$ cat src/hw/rtl/pes_header_parse_unit_macros.svh
// ----------------------------------------------------------------------------
// PES header parse unit assertion macros
// Shared concurrent assertion helpers, empty for synthesis.
// ----------------------------------------------------------------------------
`ifndef PES_HEADER_PARSE_UNIT_MACROS_SVH
`define PES_HEADER_PARSE_UNIT_MACROS_SVH
`ifndef SYNTHESIS
`define PHU_ASSERT_IMPLY(label, ante, cons) \
    label: assert property (@(posedge aclk) disable iff (!aresetn) (ante) |-> (cons)) \
        else $error("implication failed");
`define PHU_ASSERT_NEXT(label, ante, cons) \
    label: assert property (@(posedge aclk) disable iff (!aresetn) (ante) |=> (cons)) \
        else $error("next-cycle check failed");
`else
`define PHU_ASSERT_IMPLY(label, ante, cons)
`define PHU_ASSERT_NEXT(label, ante, cons)
`endif
`endif

$ cat src/hw/rtl/phu_pkg.sv
// ----------------------------------------------------------------------------
// PES header parse unit package
// Types, phase codes and helper functions shared by the unit.
// ----------------------------------------------------------------------------
package phu_pkg;

    localparam int QUEUE_DEPTH = 4;
    localparam int QPTR_W      = $clog2(QUEUE_DEPTH);
    localparam logic [16:0] MAX_BUFFER_BYTES = 17'd65535;
    localparam logic [32:0] TS_ONES = 33'h1_FFFF_FFFF;
    localparam logic [8:0]  SHORT_OFFSET = 9'd6;
    localparam logic [7:0]  SID_PADDING = 8'hBE;

    localparam logic [2:0] ST_OK        = 3'd0;
    localparam logic [2:0] ST_BAD_START = 3'd1;
    localparam logic [2:0] ST_HDR_LONG  = 3'd2;
    localparam logic [2:0] ST_OVERRUN   = 3'd3;
    localparam logic [2:0] ST_SHORT     = 3'd4;

    typedef enum logic [25:0] {
        PH_SC0      = 26'b1 << 0,
        PH_SC1      = 26'b1 << 1,
        PH_SC2      = 26'b1 << 2,
        PH_SID      = 26'b1 << 3,
        PH_LEN0     = 26'b1 << 4,
        PH_LEN1     = 26'b1 << 5,
        PH_FA       = 26'b1 << 6,
        PH_FB       = 26'b1 << 7,
        PH_HDL      = 26'b1 << 8,
        PH_PTS      = 26'b1 << 9,
        PH_DTS      = 26'b1 << 10,
        PH_ESCR     = 26'b1 << 11,
        PH_RATE     = 26'b1 << 12,
        PH_TRICK    = 26'b1 << 13,
        PH_COPY     = 26'b1 << 14,
        PH_CRC      = 26'b1 << 15,
        PH_EXT      = 26'b1 << 16,
        PH_PRIV     = 26'b1 << 17,
        PH_PACKLEN  = 26'b1 << 18,
        PH_PACK     = 26'b1 << 19,
        PH_SEQ      = 26'b1 << 20,
        PH_PSTD     = 26'b1 << 21,
        PH_EXT2LEN  = 26'b1 << 22,
        PH_EXT2     = 26'b1 << 23,
        PH_STUFF    = 26'b1 << 24,
        PH_DONE     = 26'b1 << 25
    } phase_t;

    typedef struct packed {
        logic       last;
        logic [7:0] data;
    } byte_item_t;

    typedef struct packed {
        logic [15:0] payload_size;
        logic [15:0] data_size;
        logic [8:0]  payload_offset;
        logic [8:0]  escr_ext;
        logic [32:0] escr_time;
        logic [32:0] dts;
        logic [32:0] pts;
        logic [7:0]  flags_b;
        logic [7:0]  flags_a;
        logic [15:0] packet_length;
        logic [7:0]  pes_id;
        logic [2:0]  status;
    } result_t;

    typedef struct packed {
        phase_t     phase;
        logic [8:0] skip;
    } enter_t;

    localparam phase_t FIELD_SEQ [16] = '{
        PH_PTS, PH_DTS, PH_ESCR, PH_RATE, PH_TRICK, PH_COPY, PH_CRC, PH_EXT,
        PH_PRIV, PH_PACKLEN, PH_PACK, PH_SEQ, PH_PSTD, PH_EXT2LEN, PH_EXT2, PH_STUFF
    };

    function automatic logic [32:0] stamp40(input logic [39:0] v);
        return {v[35:33], v[31:17], v[15:1]};
    endfunction

    function automatic logic is_short_id(input logic [7:0] s);
        return (s == 8'hBC) || (s == 8'hBF) || (s == 8'hF0) || (s == 8'hF1) ||
               (s == 8'hF2) || (s == 8'hF8) || (s == 8'hFF);
    endfunction

    function automatic logic [4:0] field_index(input phase_t p);
        logic [4:0] r;
        r = 5'd16;
        for (int i = 0; i < 16; i++) begin
            if (FIELD_SEQ[i] == p) r = 5'(i);
        end
        return r;
    endfunction

    function automatic enter_t enter_f(input logic [4:0] start, input logic [7:0] fb,
                                       input logic [4:0] ef, input logic [7:0] varlen,
                                       input logic [15:0] cnt, input logic [7:0] hdl);
        logic       en  [16];
        logic [8:0] len [16];
        logic [16:0] hdr_end;
        logic       found;
        enter_t     r;
        hdr_end = 17'd9 + 17'(hdl);
        en[0]  = fb[7]; len[0]  = 9'd5;
        en[1]  = fb[6]; len[1]  = 9'd5;
        en[2]  = fb[5]; len[2]  = 9'd6;
        en[3]  = fb[4]; len[3]  = 9'd3;
        en[4]  = fb[3]; len[4]  = 9'd1;
        en[5]  = fb[2]; len[5]  = 9'd1;
        en[6]  = fb[1]; len[6]  = 9'd2;
        en[7]  = fb[0]; len[7]  = 9'd1;
        en[8]  = ef[4]; len[8]  = 9'd16;
        en[9]  = ef[3]; len[9]  = 9'd1;
        en[10] = ef[3]; len[10] = 9'(varlen);
        en[11] = ef[2]; len[11] = 9'd2;
        en[12] = ef[1]; len[12] = 9'd2;
        en[13] = ef[0]; len[13] = 9'd1;
        en[14] = ef[0]; len[14] = 9'(varlen);
        en[15] = 1'b1;
        len[15] = (17'(cnt) < hdr_end) ? 9'(hdr_end - 17'(cnt)) : 9'd0;
        found   = 1'b0;
        r.phase = PH_DONE;
        r.skip  = 9'd0;
        for (int i = 0; i < 16; i++) begin
            if (!found && (5'(i) >= start) && en[i] && (len[i] != 9'd0)) begin
                found   = 1'b1;
                r.phase = FIELD_SEQ[i];
                r.skip  = len[i];
            end
        end
        return r;
    endfunction

endpackage

$ cat src/hw/rtl/pes_header_parse_unit.sv
// ----------------------------------------------------------------------------
// PES header parse unit
// Parses one PES buffer per frame and returns one header result per frame.
// ----------------------------------------------------------------------------
// Bytes enter at one per clock through a four-beat queue while it has room;
// the parser consumes one byte a cycle and holds only when its result
// register is still full at a frame's last byte. The last byte passes through
// the queue and then the result register before the result beat is presented,
// and the parser may take a new frame's first byte in that same cycle.
module pes_header_parse_unit (
    input  logic         aclk,
    input  logic         aresetn,
    input  logic         s_tvalid,
    output logic         s_tready,
    input  logic [7:0]   s_tdata,   // data_byte[7:0]
    input  logic         s_tlast,   // last_byte
    output logic         m_tvalid,
    input  logic         m_tready,
    // status[2:0], pes_id[10:3], packet_length[26:11], flags_a[34:27],
    // flags_b[42:35], pts[75:43], dts[108:76], escr_time[141:109],
    // escr_ext[150:142], payload_offset[159:151], data_size[175:160],
    // payload_size[191:176]
    output logic [191:0] m_tdata
);
    import phu_pkg::*;

    byte_item_t in_item, head_item;
    logic       head_valid, take;
    result_t    res;

    assign in_item = '{last: s_tlast, data: s_tdata};

    phu_queue u_queue (
        .aclk      (aclk),
        .aresetn   (aresetn),
        .push      (s_tvalid),
        .push_item (in_item),
        .not_full  (s_tready),
        .pop       (take),
        .head_item (head_item),
        .not_empty (head_valid)
    );

    phu_parse u_parse (
        .aclk       (aclk),
        .aresetn    (aresetn),
        .item_valid (head_valid),
        .item       (head_item),
        .item_take  (take),
        .res_valid  (m_tvalid),
        .res        (res),
        .res_ready  (m_tready)
    );

    assign m_tdata = res;
endmodule

$ cat src/hw/rtl/phu_queue.sv
// ----------------------------------------------------------------------------
// PES header parse unit front queue
// Accepts byte beats and buffers them ahead of the parser.
// ----------------------------------------------------------------------------
`include "pes_header_parse_unit_macros.svh"
module phu_queue (
    input  logic               aclk,
    input  logic               aresetn,
    input  logic               push,
    input  phu_pkg::byte_item_t push_item,
    output logic               not_full,
    input  logic               pop,
    output phu_pkg::byte_item_t head_item,
    output logic               not_empty
);
    import phu_pkg::*;

    byte_item_t        mem_reg [QUEUE_DEPTH];
    logic [QPTR_W-1:0] wptr_reg, rptr_reg;
    logic [QPTR_W:0]   count_reg, count_next;
    logic              do_push, do_pop;

    assign not_full  = (count_reg != (QPTR_W+1)'(QUEUE_DEPTH));
    assign not_empty = (count_reg != '0);
    assign do_push   = push && not_full;
    assign do_pop    = pop && not_empty;
    assign head_item = mem_reg[rptr_reg];

    always_comb begin
        count_next = count_reg;
        if (do_push && !do_pop) count_next = count_reg + 1'b1;
        if (!do_push && do_pop) count_next = count_reg - 1'b1;
    end

    always_ff @(posedge aclk) begin
        if (do_push) mem_reg[wptr_reg] <= push_item;
        if (!aresetn) begin
            wptr_reg  <= '0;
            rptr_reg  <= '0;
            count_reg <= '0;
        end else begin
            if (do_push) wptr_reg <= wptr_reg + 1'b1;
            if (do_pop)  rptr_reg <= rptr_reg + 1'b1;
            count_reg <= count_next;
        end
    end

    `PHU_ASSERT_IMPLY(a_count_bound, 1'b1, count_reg <= (QPTR_W+1)'(QUEUE_DEPTH))
    `PHU_ASSERT_NEXT(a_push_grows, do_push && !do_pop, count_reg == $past(count_reg) + 1'b1)
endmodule

$ cat src/hw/rtl/phu_parse.sv
// ----------------------------------------------------------------------------
// PES header parse unit back end, which registers the result at the last byte
// Walks the header one byte a cycle; a full result holds back the last byte.
// ----------------------------------------------------------------------------
`include "pes_header_parse_unit_macros.svh"
module phu_parse (
    input  logic                aclk,
    input  logic                aresetn,
    input  logic                item_valid,
    input  phu_pkg::byte_item_t item,
    output logic                item_take,
    output logic                res_valid,
    output phu_pkg::result_t    res,
    input  logic                res_ready
);
    import phu_pkg::*;

    phase_t      phase_reg, phase_next;
    logic [15:0] cnt_reg, cnt_next;
    logic [47:0] fs_reg, fs_next, fs_shift;
    logic [8:0]  skip_reg, skip_next, skip_dec;
    logic [7:0]  hdl_reg, hdl_next;
    logic [4:0]  ef_reg, ef_next;
    logic [2:0]  err_reg, err_next;
    logic [32:0] pts_reg, pts_next, dts_reg, dts_next, escr_reg, escr_next;
    logic [8:0]  ext_reg, ext_next;
    logic [7:0]  sid_reg, sid_next, fa_reg, fa_next, fb_reg, fb_next;
    logic [15:0] plen_reg, plen_next;
    logic        long_reg, long_next;
    logic        out_valid_reg;
    result_t     out_reg, out_next;
    enter_t      ent;
    logic        do_enter;
    logic [7:0]  b;
    logic [8:0]  off;
    logic [15:0] total;
    logic        field_ph;

    assign item_take = item_valid && (!item.last || !out_valid_reg || res_ready);
    assign res_valid = out_valid_reg;
    assign res       = out_reg;
    assign b         = item.data;
    assign fs_shift  = {fs_reg[39:0], b};
    assign skip_dec  = (skip_reg != 9'd0) ? skip_reg - 1'b1 : 9'd0;

    always_comb begin
        cnt_next  = cnt_reg + {15'd0, (cnt_reg != 16'hFFFF)};
        phase_next = phase_reg;
        fs_next   = fs_reg;
        skip_next = skip_reg;
        hdl_next  = hdl_reg;
        ef_next   = ef_reg;
        err_next  = err_reg;
        pts_next  = pts_reg;
        dts_next  = dts_reg;
        escr_next = escr_reg;
        ext_next  = ext_reg;
        sid_next  = sid_reg;
        fa_next   = fa_reg;
        fb_next   = fb_reg;
        plen_next = plen_reg;
        long_next = long_reg;
        do_enter  = 1'b0;
        ent       = '{phase: PH_DONE, skip: 9'd0};
        if (err_reg == ST_OK) begin
            case (phase_reg)
                PH_SC0: begin
                    if (b != 8'h00) err_next = ST_BAD_START; else phase_next = PH_SC1;
                end
                PH_SC1: begin
                    if (b != 8'h00) err_next = ST_BAD_START; else phase_next = PH_SC2;
                end
                PH_SC2: begin
                    if (b != 8'h01) err_next = ST_BAD_START; else phase_next = PH_SID;
                end
                PH_SID: begin
                    sid_next = b;
                    phase_next = PH_LEN0;
                end
                PH_LEN0: begin
                    plen_next = {b, 8'h00};
                    phase_next = PH_LEN1;
                end
                PH_LEN1: begin
                    plen_next = {plen_reg[15:8], b};
                    if (is_short_id(sid_reg)) begin
                        pts_next = TS_ONES;
                        dts_next = TS_ONES;
                        phase_next = PH_DONE;
                    end else if (sid_reg == SID_PADDING) begin
                        phase_next = PH_DONE;
                    end else begin
                        phase_next = PH_FA;
                    end
                end
                PH_FA: begin
                    fa_next = b;
                    phase_next = PH_FB;
                end
                PH_FB: begin
                    fb_next = b;
                    phase_next = PH_HDL;
                end
                PH_HDL: begin
                    hdl_next  = b;
                    long_next = 1'b1;
                    do_enter  = 1'b1;
                    ent = enter_f(5'd0, fb_reg, ef_reg, 8'd0, cnt_next, b);
                end
                PH_DONE: begin
                end
                default: begin
                    if (17'(cnt_reg) >= 17'd9 + 17'(hdl_reg)) begin
                        err_next = ST_OVERRUN;
                    end else begin
                        fs_next   = fs_shift;
                        skip_next = skip_dec;
                        if (skip_dec == 9'd0) begin
                            do_enter = 1'b1;
                            case (phase_reg)
                                PH_PTS: begin
                                    pts_next = stamp40(fs_shift[39:0]);
                                    ent = enter_f(5'd1, fb_reg, ef_reg, 8'd0, cnt_next, hdl_reg);
                                end
                                PH_DTS: begin
                                    dts_next = stamp40(fs_shift[39:0]);
                                    ent = enter_f(5'd2, fb_reg, ef_reg, 8'd0, cnt_next, hdl_reg);
                                end
                                PH_ESCR: begin
                                    escr_next = {fs_shift[45:43], fs_shift[41:27],
                                                 fs_shift[25:11]};
                                    ext_next  = fs_shift[9:1];
                                    ent = enter_f(5'd3, fb_reg, ef_reg, 8'd0, cnt_next, hdl_reg);
                                end
                                PH_EXT: begin
                                    ef_next = {b[7:4], b[0]};
                                    ent = enter_f(5'd8, fb_reg, {b[7:4], b[0]}, 8'd0,
                                                  cnt_next, hdl_reg);
                                end
                                PH_PACKLEN: begin
                                    ent = enter_f(5'd10, fb_reg, ef_reg, b, cnt_next, hdl_reg);
                                end
                                PH_EXT2LEN: begin
                                    ent = enter_f(5'd14, fb_reg, ef_reg, {1'b0, b[6:0]},
                                                  cnt_next, hdl_reg);
                                end
                                PH_STUFF: begin
                                    ent = '{phase: PH_DONE, skip: 9'd0};
                                end
                                default: begin
                                    ent = enter_f(field_index(phase_reg) + 5'd1, fb_reg,
                                                  ef_reg, 8'd0, cnt_next, hdl_reg);
                                end
                            endcase
                        end
                    end
                end
            endcase
        end
        if (do_enter) begin
            phase_next = ent.phase;
            skip_next  = ent.skip;
            fs_next    = '0;
        end
    end

    assign field_ph = (phase_next != PH_DONE) && (field_index(phase_next) != 5'd16);
    assign off      = long_next ? 9'd9 + 9'(hdl_next) : SHORT_OFFSET;
    assign total    = (17'(cnt_next) < MAX_BUFFER_BYTES) ? cnt_next : MAX_BUFFER_BYTES[15:0];

    always_comb begin
        out_next = '0;
        out_next.pes_id        = sid_next;
        out_next.packet_length = plen_next;
        out_next.flags_a       = fa_next;
        out_next.flags_b       = fb_next;
        out_next.pts           = pts_next;
        out_next.dts           = dts_next;
        out_next.escr_time     = escr_next;
        out_next.escr_ext      = ext_next;
        if (err_next != ST_OK) begin
            out_next.status = err_next;
        end else if (phase_next != PH_DONE) begin
            out_next.status = (field_ph && (16'(hdl_next) > cnt_next)) ? ST_HDR_LONG : ST_SHORT;
        end else begin
            out_next.status         = ST_OK;
            out_next.payload_offset = off;
            out_next.data_size      = (total >= 16'(off)) ? total - 16'(off) : 16'd0;
            out_next.payload_size   = ((sid_next == SID_PADDING) || (plen_next == 16'd0)) ?
                                      16'd0 : plen_next - 16'(off - SHORT_OFFSET);
        end
    end

    always_ff @(posedge aclk) begin
        if (item_take && item.last) out_reg <= out_next;
        if (!aresetn) begin
            out_valid_reg <= 1'b0;
            phase_reg <= PH_SC0;
            cnt_reg   <= '0;
            fs_reg    <= '0;
            skip_reg  <= '0;
            hdl_reg   <= '0;
            ef_reg    <= '0;
            err_reg   <= ST_OK;
            pts_reg   <= '0;
            dts_reg   <= '0;
            escr_reg  <= '0;
            ext_reg   <= '0;
            sid_reg   <= '0;
            fa_reg    <= '0;
            fb_reg    <= '0;
            plen_reg  <= '0;
            long_reg  <= 1'b0;
        end else begin
            if (item_take && item.last) out_valid_reg <= 1'b1;
            else if (res_ready)          out_valid_reg <= 1'b0;
            if (item_take) begin
                if (item.last) begin
                    phase_reg <= PH_SC0;
                    cnt_reg   <= '0;
                    fs_reg    <= '0;
                    skip_reg  <= '0;
                    hdl_reg   <= '0;
                    ef_reg    <= '0;
                    err_reg   <= ST_OK;
                    pts_reg   <= '0;
                    dts_reg   <= '0;
                    escr_reg  <= '0;
                    ext_reg   <= '0;
                    sid_reg   <= '0;
                    fa_reg    <= '0;
                    fb_reg    <= '0;
                    plen_reg  <= '0;
                    long_reg  <= 1'b0;
                end else begin
                    phase_reg <= phase_next;
                    cnt_reg   <= cnt_next;
                    fs_reg    <= fs_next;
                    skip_reg  <= skip_next;
                    hdl_reg   <= hdl_next;
                    ef_reg    <= ef_next;
                    err_reg   <= err_next;
                    pts_reg   <= pts_next;
                    dts_reg   <= dts_next;
                    escr_reg  <= escr_next;
                    ext_reg   <= ext_next;
                    sid_reg   <= sid_next;
                    fa_reg    <= fa_next;
                    fb_reg    <= fb_next;
                    plen_reg  <= plen_next;
                    long_reg  <= long_next;
                end
            end
        end
    end

    `PHU_ASSERT_NEXT(a_last_gives_result, item_take && item.last, out_valid_reg)
    `PHU_ASSERT_NEXT(a_error_sticks, item_take && !item.last && (err_reg != ST_OK), err_reg != ST_OK)
endmodule
$ cat config.mk
export PLATFORM = sky130hd
export DESIGN_NAME = pes_header_parse_unit
export DESIGN_NICKNAME = d
export VERILOG_FILES = /design/src/hw/rtl/phu_pkg.sv /design/src/hw/rtl/pes_header_parse_unit.sv /design/src/hw/rtl/phu_queue.sv /design/src/hw/rtl/phu_parse.sv
export VERILOG_INCLUDE_DIRS = /design/src /design/src/hw/rtl
export SDC_FILE = /design/constraint.sdc
export NUM_CORES = 1
export LEC_CHECK = 0
export ABC_AREA = 1
export BUFFER_PORTS_ARGS = -buffer_cell sky130_fd_sc_hd__buf_2
export CORE_MARGIN = 1.5
export CORE_UTILIZATION = 55
export CTS_CLUSTER_DIAMETER = 50
export DETAILED_ROUTE_END_ITERATION = 8
export MAX_ROUTING_LAYER = met4
export PLACE_DENSITY = 0.77
export SYNTH_ARGS = -nofsm -noshare
export SYNTH_HDL_FRONTEND = slang
export SYNTH_SLANG_ARGS = --single-unit
$ cat constraint.sdc
create_clock -name aclk -period 6.3 [get_ports aclk]
set_input_delay 0.315 -clock aclk [delete_from_list [all_inputs] [get_ports aclk]]
set_output_delay 0.315 -clock aclk [all_outputs]
set_load 0.005 [all_outputs]
==> metrics.md, run 1 <==
| Metric | Value |
|---|---|
| Met2 wire len | `37100 um` |
| Root Driver | `clkbuf_16` |
| Final Setup Violations | `0` |
| Rows | `82` |
| Seq/Total Area, Yosys | `0.437` |
| Status | `finished clean` |
| FILL cells | `4331` |
| Worst min path class | `primary input to flip-flop` |
| Least-Margin Pin Slew | `1.47 ns` |
| Slew headroom | `0.0223` |
| WP data arrival | `6.28 ns` |
| Min Tclk post-route | `between 5 and 6 ns` |
| Synthesized area | `27700 um^2` |
| CTS Buffer Depth | `3` |
| Synth cell types | `65` |
| Worst-path clk slew | `0.06 ns` |
| Critical Path Fanout Max | `11` |
| Fin crit share | `0.922` |
| Io pins | `207` |
| Final non-filler cell total | `4547` |
| First-pass GRT wire length | `approximately 130000 um` |
| CTS buffer count | `53` |
| I/O Buffers | `206` |
| Delay-heaviest family, CP | `simple AND/OR/NAND/NOR gates` |
| TritonCTS sink count | `491` |
| Vias in the first global route | `23468` |
| Initial core utilization | `0.555` |
| Largest net degree at the start of global routing | `193` |
| Syn Nets | `3766` |
| Commonest cells after routing, fill and taps aside | `nand2_1, a21oi_1, inv_1, dfxtp_1, nor2_1` |
| Syn Inst Count | `approximately 3700` |
| Fin Setup TNS | `0 ns` |
| Die extent in y | `228 um` |
| Worst Setup End Kind | `flip-flop` |
| Post-DP HPWL | `a little under 60000 um` |
| Unrepaired setup endpoints after global routing | `false` |
| Grt total ovfl | `0` |
| Max reg flops | `192` |
| Mean post-synth cell area | `7.59 um^2` |
| Ratio of cells with drive above 1 in the final layout | `0.133` |
| Antenna violations before repair | `2` |
| Remaining DRCs | `0` |
| Most common cell after layout, fill and taps aside | `nand2_1` |
| NumNets Final | `3940` |
| Clk_lat worst skew | `a little over 0.6 ns` |
| CTS tree | `built` |
| DR vias/cell | `5.82` |
| Top sig layer | `met4` |
| Asr flop ratio synth | `0` |
| Clock skew | `roughly 0.046 ns` |
| Placer Congestion | `1.05` |
| CP peak stage delay | `0.41 ns` |
| Slew Viols, Final | `0` |
| Register bit total from synthesis | `a little under 500` |
| WL met3 | `7730 um` |
| Die area | `51800 um^2` |
| Hold Violations, Final | `0` |
| Fin util | `0.632` |
| Antenna cells | `0` |
| Critical path's most frequent cell | `nor2_1` |
| Critical path start-end classification | `flip-flop to flip-flop` |
| DR vias | `26479` |
| Die Span X | `228 um` |
| Initial DRC Count | `3419` |
| Placed Cells incl. Taps | `around 4400` |
| Critical path's slowest cell | `o21ai_0` |
| Gr usage total | `0.333` |
| H-Tree Depth | `2` |
| Max-cap viol count | `0` |
| Post-Route WL | `85200 um` |
| Final ANT Viol Nets | `0` |
| Worst path required time | `6.77 ns` |
| Buf+Inv Stages, Crit Path | `5` |
| Top FF cell, synth | `dfxtp_1` |
| Core Area | `50000 um^2` |
| CP Launch Type | `flip-flop` |
| Syn-to-layout area delta | `13.8%` |
| M1 WL | `37000 um` |
| EDFF count, synth | `228` |
| Synthesis warning total | `0` |
| Detailed-route wire length per cell | `roughly 19 um` |
| DR pass1 iterations | `6` |
| Fmax | `between 0.15 and 0.2 GHz` |
final cells by class:
cell class / count / area, um^2 / area share
Multi-Input combinational cell: 2635 / 13600 / 0.432
Sequential cell: 491 / 12100 / 0.384
Timing Repair Buffer: 298 / 1770 / 0.0561
Clock buffer: 61 / 1420 / 0.0449
Inverter: 351 / 1340 / 0.0423
Tap cell: 672 / 841 / 0.0266
Clock inverter: 39 / 452 / 0.0143
timing repair:
item	in CTS	in global routing
buffers inserted	0	2
hold buffers	9	0
hold endpoints to repair	36	0
resized for setup	0	7
setup endpoints to repair	0	43
cells in the mapped netlist, types with 49 or more instances:
library cell,instances,share of area
dfxtp_1,263,0.19
nor3_1,125,0.023
edfxtp_1,228,0.25
nand4_1,49,0.011
inv_1,330,0.045
nand2_1,944,0.13
nand3_1,151,0.027
clkbuf_1,147,0.020
ha_1,92,0.042
nor2_1,264,0.036
o21ai_0,215,0.039
o31ai_1,75,0.020
a21oi_1,416,0.075
worst register-to-register path, delay by kind of cell (launching register included):
| family | cells | cell delay (ns) |
|---|---|---|
| simple gates | 18 | 3.00 |
| buf+inv | 5 | 0.87 |
| compound gates | 5 | 1.05 |
| flops | 1 | 0.36 |
| fa+ha+maj | 1 | 0.37 |
logic make-up (layout without fill, tap and decap cells):
group           Yosys count  after routing  synth area share
simple gates           1656           1656             0.258
mux                      11             11           0.00447
fa+ha+maj                97             97            0.0451
compound gates          815            815             0.164
buf+inv                 530            749            0.0737
xor+xnor                 56             56            0.0180
flops                   491            491             0.437
layer usage:
metal  GRT usage  vias up
met1       0.463    12294
met3      0.0583      208
met5           -        -
met2       0.482     1288
met4       0.128        0
li1            -    12689
final timing paths:
kind	startpoint	endpoint	slack, ns	cells past startpoint
worst min-delay path	m_tready	u_parse.res_valid	0.03	4
worst max-delay path	u_parse.phase_reg[3]	u_parse.res[175]	0.49	29
worst max register to register	u_parse.phase_reg[3]	u_parse.res[175]	0.49	29
worst min register to register	u_parse.err_reg[2]	u_parse.err_reg[2]	0.46	2
stage by stage:
| stage | hold slack, ns | cell area (um^2) | setup slack (ns) |
|---|---|---|---|
| floorplan | 0.414 | 27700 | 0.815 |
| global placement | 0.448 | 29500 | 0.539 |
| detailed placement | 0.449 | 29500 | 0.315 |
| CTS | 0.00305 | 31500 | 0.324 |
| global route | 0.0289 | 31600 | 0.00905 |
| finish | 0.0292 | 31600 | 0.495 |
Power of run 1 is not shown: default switching activity piles up to over one toggle a cycle in this logic, so the estimate is an artifact.
==> inputs of run 2 (changes only) <==
--- a/config.mk
+++ b/config.mk
@@ -14,6 +14,7 @@
 export DETAILED_ROUTE_END_ITERATION = 8
 export MAX_ROUTING_LAYER = met4
 export PLACE_DENSITY = 0.77
+export RECOVER_POWER = 50
 export SYNTH_ARGS = -nofsm -noshare
 export SYNTH_HDL_FRONTEND = slang
 export SYNTH_SLANG_ARGS = --single-unit
==> run 2 against run 1 <==
  * The flow now finishes with violations (capacitance limit, slew limit)
  * Clock skew up 0.0017 ns
  * Flip-flop and latch count is the same
  * First-iteration DRC count decreased by 2.8%
  * Routed wire length grew 0.29%
  * Final cell count did not move
  * Global-route usage is the same
  * Worst hold slack gained 0.00097 ns
  * Design area decreased by 0.90%
  * Critical path type unchanged
==> metrics.md, run 2 (synthesis results as in run 1) <==
| Metric | Value |
|---|---|
| TritonCTS sink count | `491` |
| NumNets Final | `slightly below 4000` |
| CTS tree | `built` |
| Clk_lat worst skew | `0.63 ns` |
| Hold Violations, Final | `0` |
| Die Span X | `228 um` |
| Max reg flops | `~190` |
| Min Tclk post-route | `5.78 ns` |
| Antenna cells | `0` |
| Die area | `51800 um^2` |
| Most common cell after layout, fill and taps aside | `nand2_1` |
| Syn-to-layout area delta | `12.8%` |
| CTS Buffer Depth | `3` |
| R2R Setup Slk | `0.52 ns` |
| Least-Margin Pin Slew | `2.85 ns` |
| Remaining DRCs | `0` |
| Clock skew | `0.0473 ns` |
| Final ANT Viol Nets | `0` |
| Io pins | `207` |
| DR vias/cell | `5.82` |
| Worst path required time | `6.77 ns` |
| Unrepaired setup endpoints after global routing | `false` |
| Hold_ws | `0.0301 ns` |
| Final Setup Violations | `0` |
| CP peak stage delay | `0.40 ns` |
| Critical Path Fanout Max | `11` |
| Worst Setup End Kind | `flip-flop` |
| Detailed-route wire length per cell | `about 19 um` |
| CTS buffer count | `53` |
| DR pass1 iterations | `6` |
| Max-cap viol count | `4` |
| Grt total ovfl | `0` |
| Critical path's slowest cell | `o21ai_0` |
| CP Launch Type | `flip-flop` |
| Status | `complete, but fails checks` |
| First-pass GRT wire length | `around 130000 um` |
| Commonest cells after routing, fill and taps aside | `nand2_1, a21oi_1, inv_1, dfxtp_1, nor2_1` |
| Post-DP HPWL | `59400 um` |
| Slew headroom | `-0.902` |
| Gr usage total | `0.333` |
| Largest net degree at the start of global routing | `193` |
| Initial core utilization | `0.555` |
| DR vias | `26479` |
| Critical path start-end classification | `flip-flop to flip-flop` |
| Die extent in y | `228 um` |
| I/O Buffers | `206` |
| Fmax | `0.173 GHz` |
| Slew Viols, Final | `between 300 and 400` |
| Core Area | `50000 um^2` |
| FILL cells | `4466` |
| Area occupied by registers | `around 12000 um^2` |
| Fin crit share | `0.918` |
| Fin Setup TNS | `0 ns` |
| Failing checks | `capacitance limit, slew limit` |
| Multi-input logic area | `13600 um^2` |
| Vias in the first global route | `approximately 23000` |
| H-Tree Depth | `2` |
| Initial DRC Count | `3322` |
| Antenna violations before repair | `2` |
| Root Driver | `clkbuf_16` |
| Worst-path clk slew | `0.06 ns` |
| Post-Route WL | `85400 um` |
| Ratio of cells with drive above 1 in the final layout | `0.0841` |
| WP data arrival | `~6.3 ns` |
| Rows | `82` |
| Placer Congestion | `1.05` |
| Critical path's most frequent cell | `nor2_1` |
| Worst min path class | `primary input to flip-flop` |
[run 2: changes by cell type in the layout (fill, tap and decap cells not counted), sizes merged]
| cell | delta |
|---|---|
| clkbuf | +189 |
| buf | -189 |
[run 2: critical path, delay by kind of cell (launching register included)]
| kind | cells | cell delay [ns] |
|---|---|---|
| fa+ha+maj | 1 | 0.37 |
| flops | 1 | 0.36 |
| simple gates | 18 | 3.01 |
| compound gates | 5 | 1.03 |
| buf+inv | 5 | 0.87 |
[run 2: routing by layer]
metal / routed length, um / track usage / vias up
met3: 7890 / 0.0583 / 204
met1: 37100 / 0.463 / 12311
met2: 36900 / 0.482 / 1268
met5: 0 / - / -
met4: 3530 / 0.128 / 0
li1: - / - / 12696
[run 2: worst paths after layout]
check / from / cells past startpoint / endpoint
max: u_parse.phase_reg[3] / 29 / u_parse.res[175]
min: m_tready / 4 / u_parse.res_valid
max reg2reg: u_parse.phase_reg[3] / 29 / u_parse.res[175]
min reg2reg: u_parse.err_reg[2] / 2 / u_parse.err_reg[2]
[run 2: cell type report]
| type | instances | area share |
|---|---|---|
| repair buffers | 298 | 0.0479 |
| multi-input cells | 2635 | 0.435 |
| well taps | 672 | 0.0269 |
| clock inverters | 39 | 0.0144 |
| inverters | 351 | 0.0427 |
| clock buffers | 61 | 0.0453 |
| flip-flops and latches | 491 | 0.387 |
[run 2: stage by stage]
step,util,setup WS [ns],cell area (um^2),cells
floorplan,-,0.815,27700,3656
global placement,0.591,0.539,29500,4436
detailed placement,0.591,0.315,29500,4436
CTS,0.630,0.324,31500,4545
global route,0.626,0.00905,31300,4547
finish,0.626,0.519,31300,4547
[run 2: repair_timing]
action / 4_1_cts / 5_1_grt
endpoints found under the hold margin: 36 / 0
gates resized for setup: 0 / 7
setup endpoints to repair: 0 / 43
hold buffers: 9 / 0
setup buffers: 0 / 2
Power of run 2 is left out for the same reason.
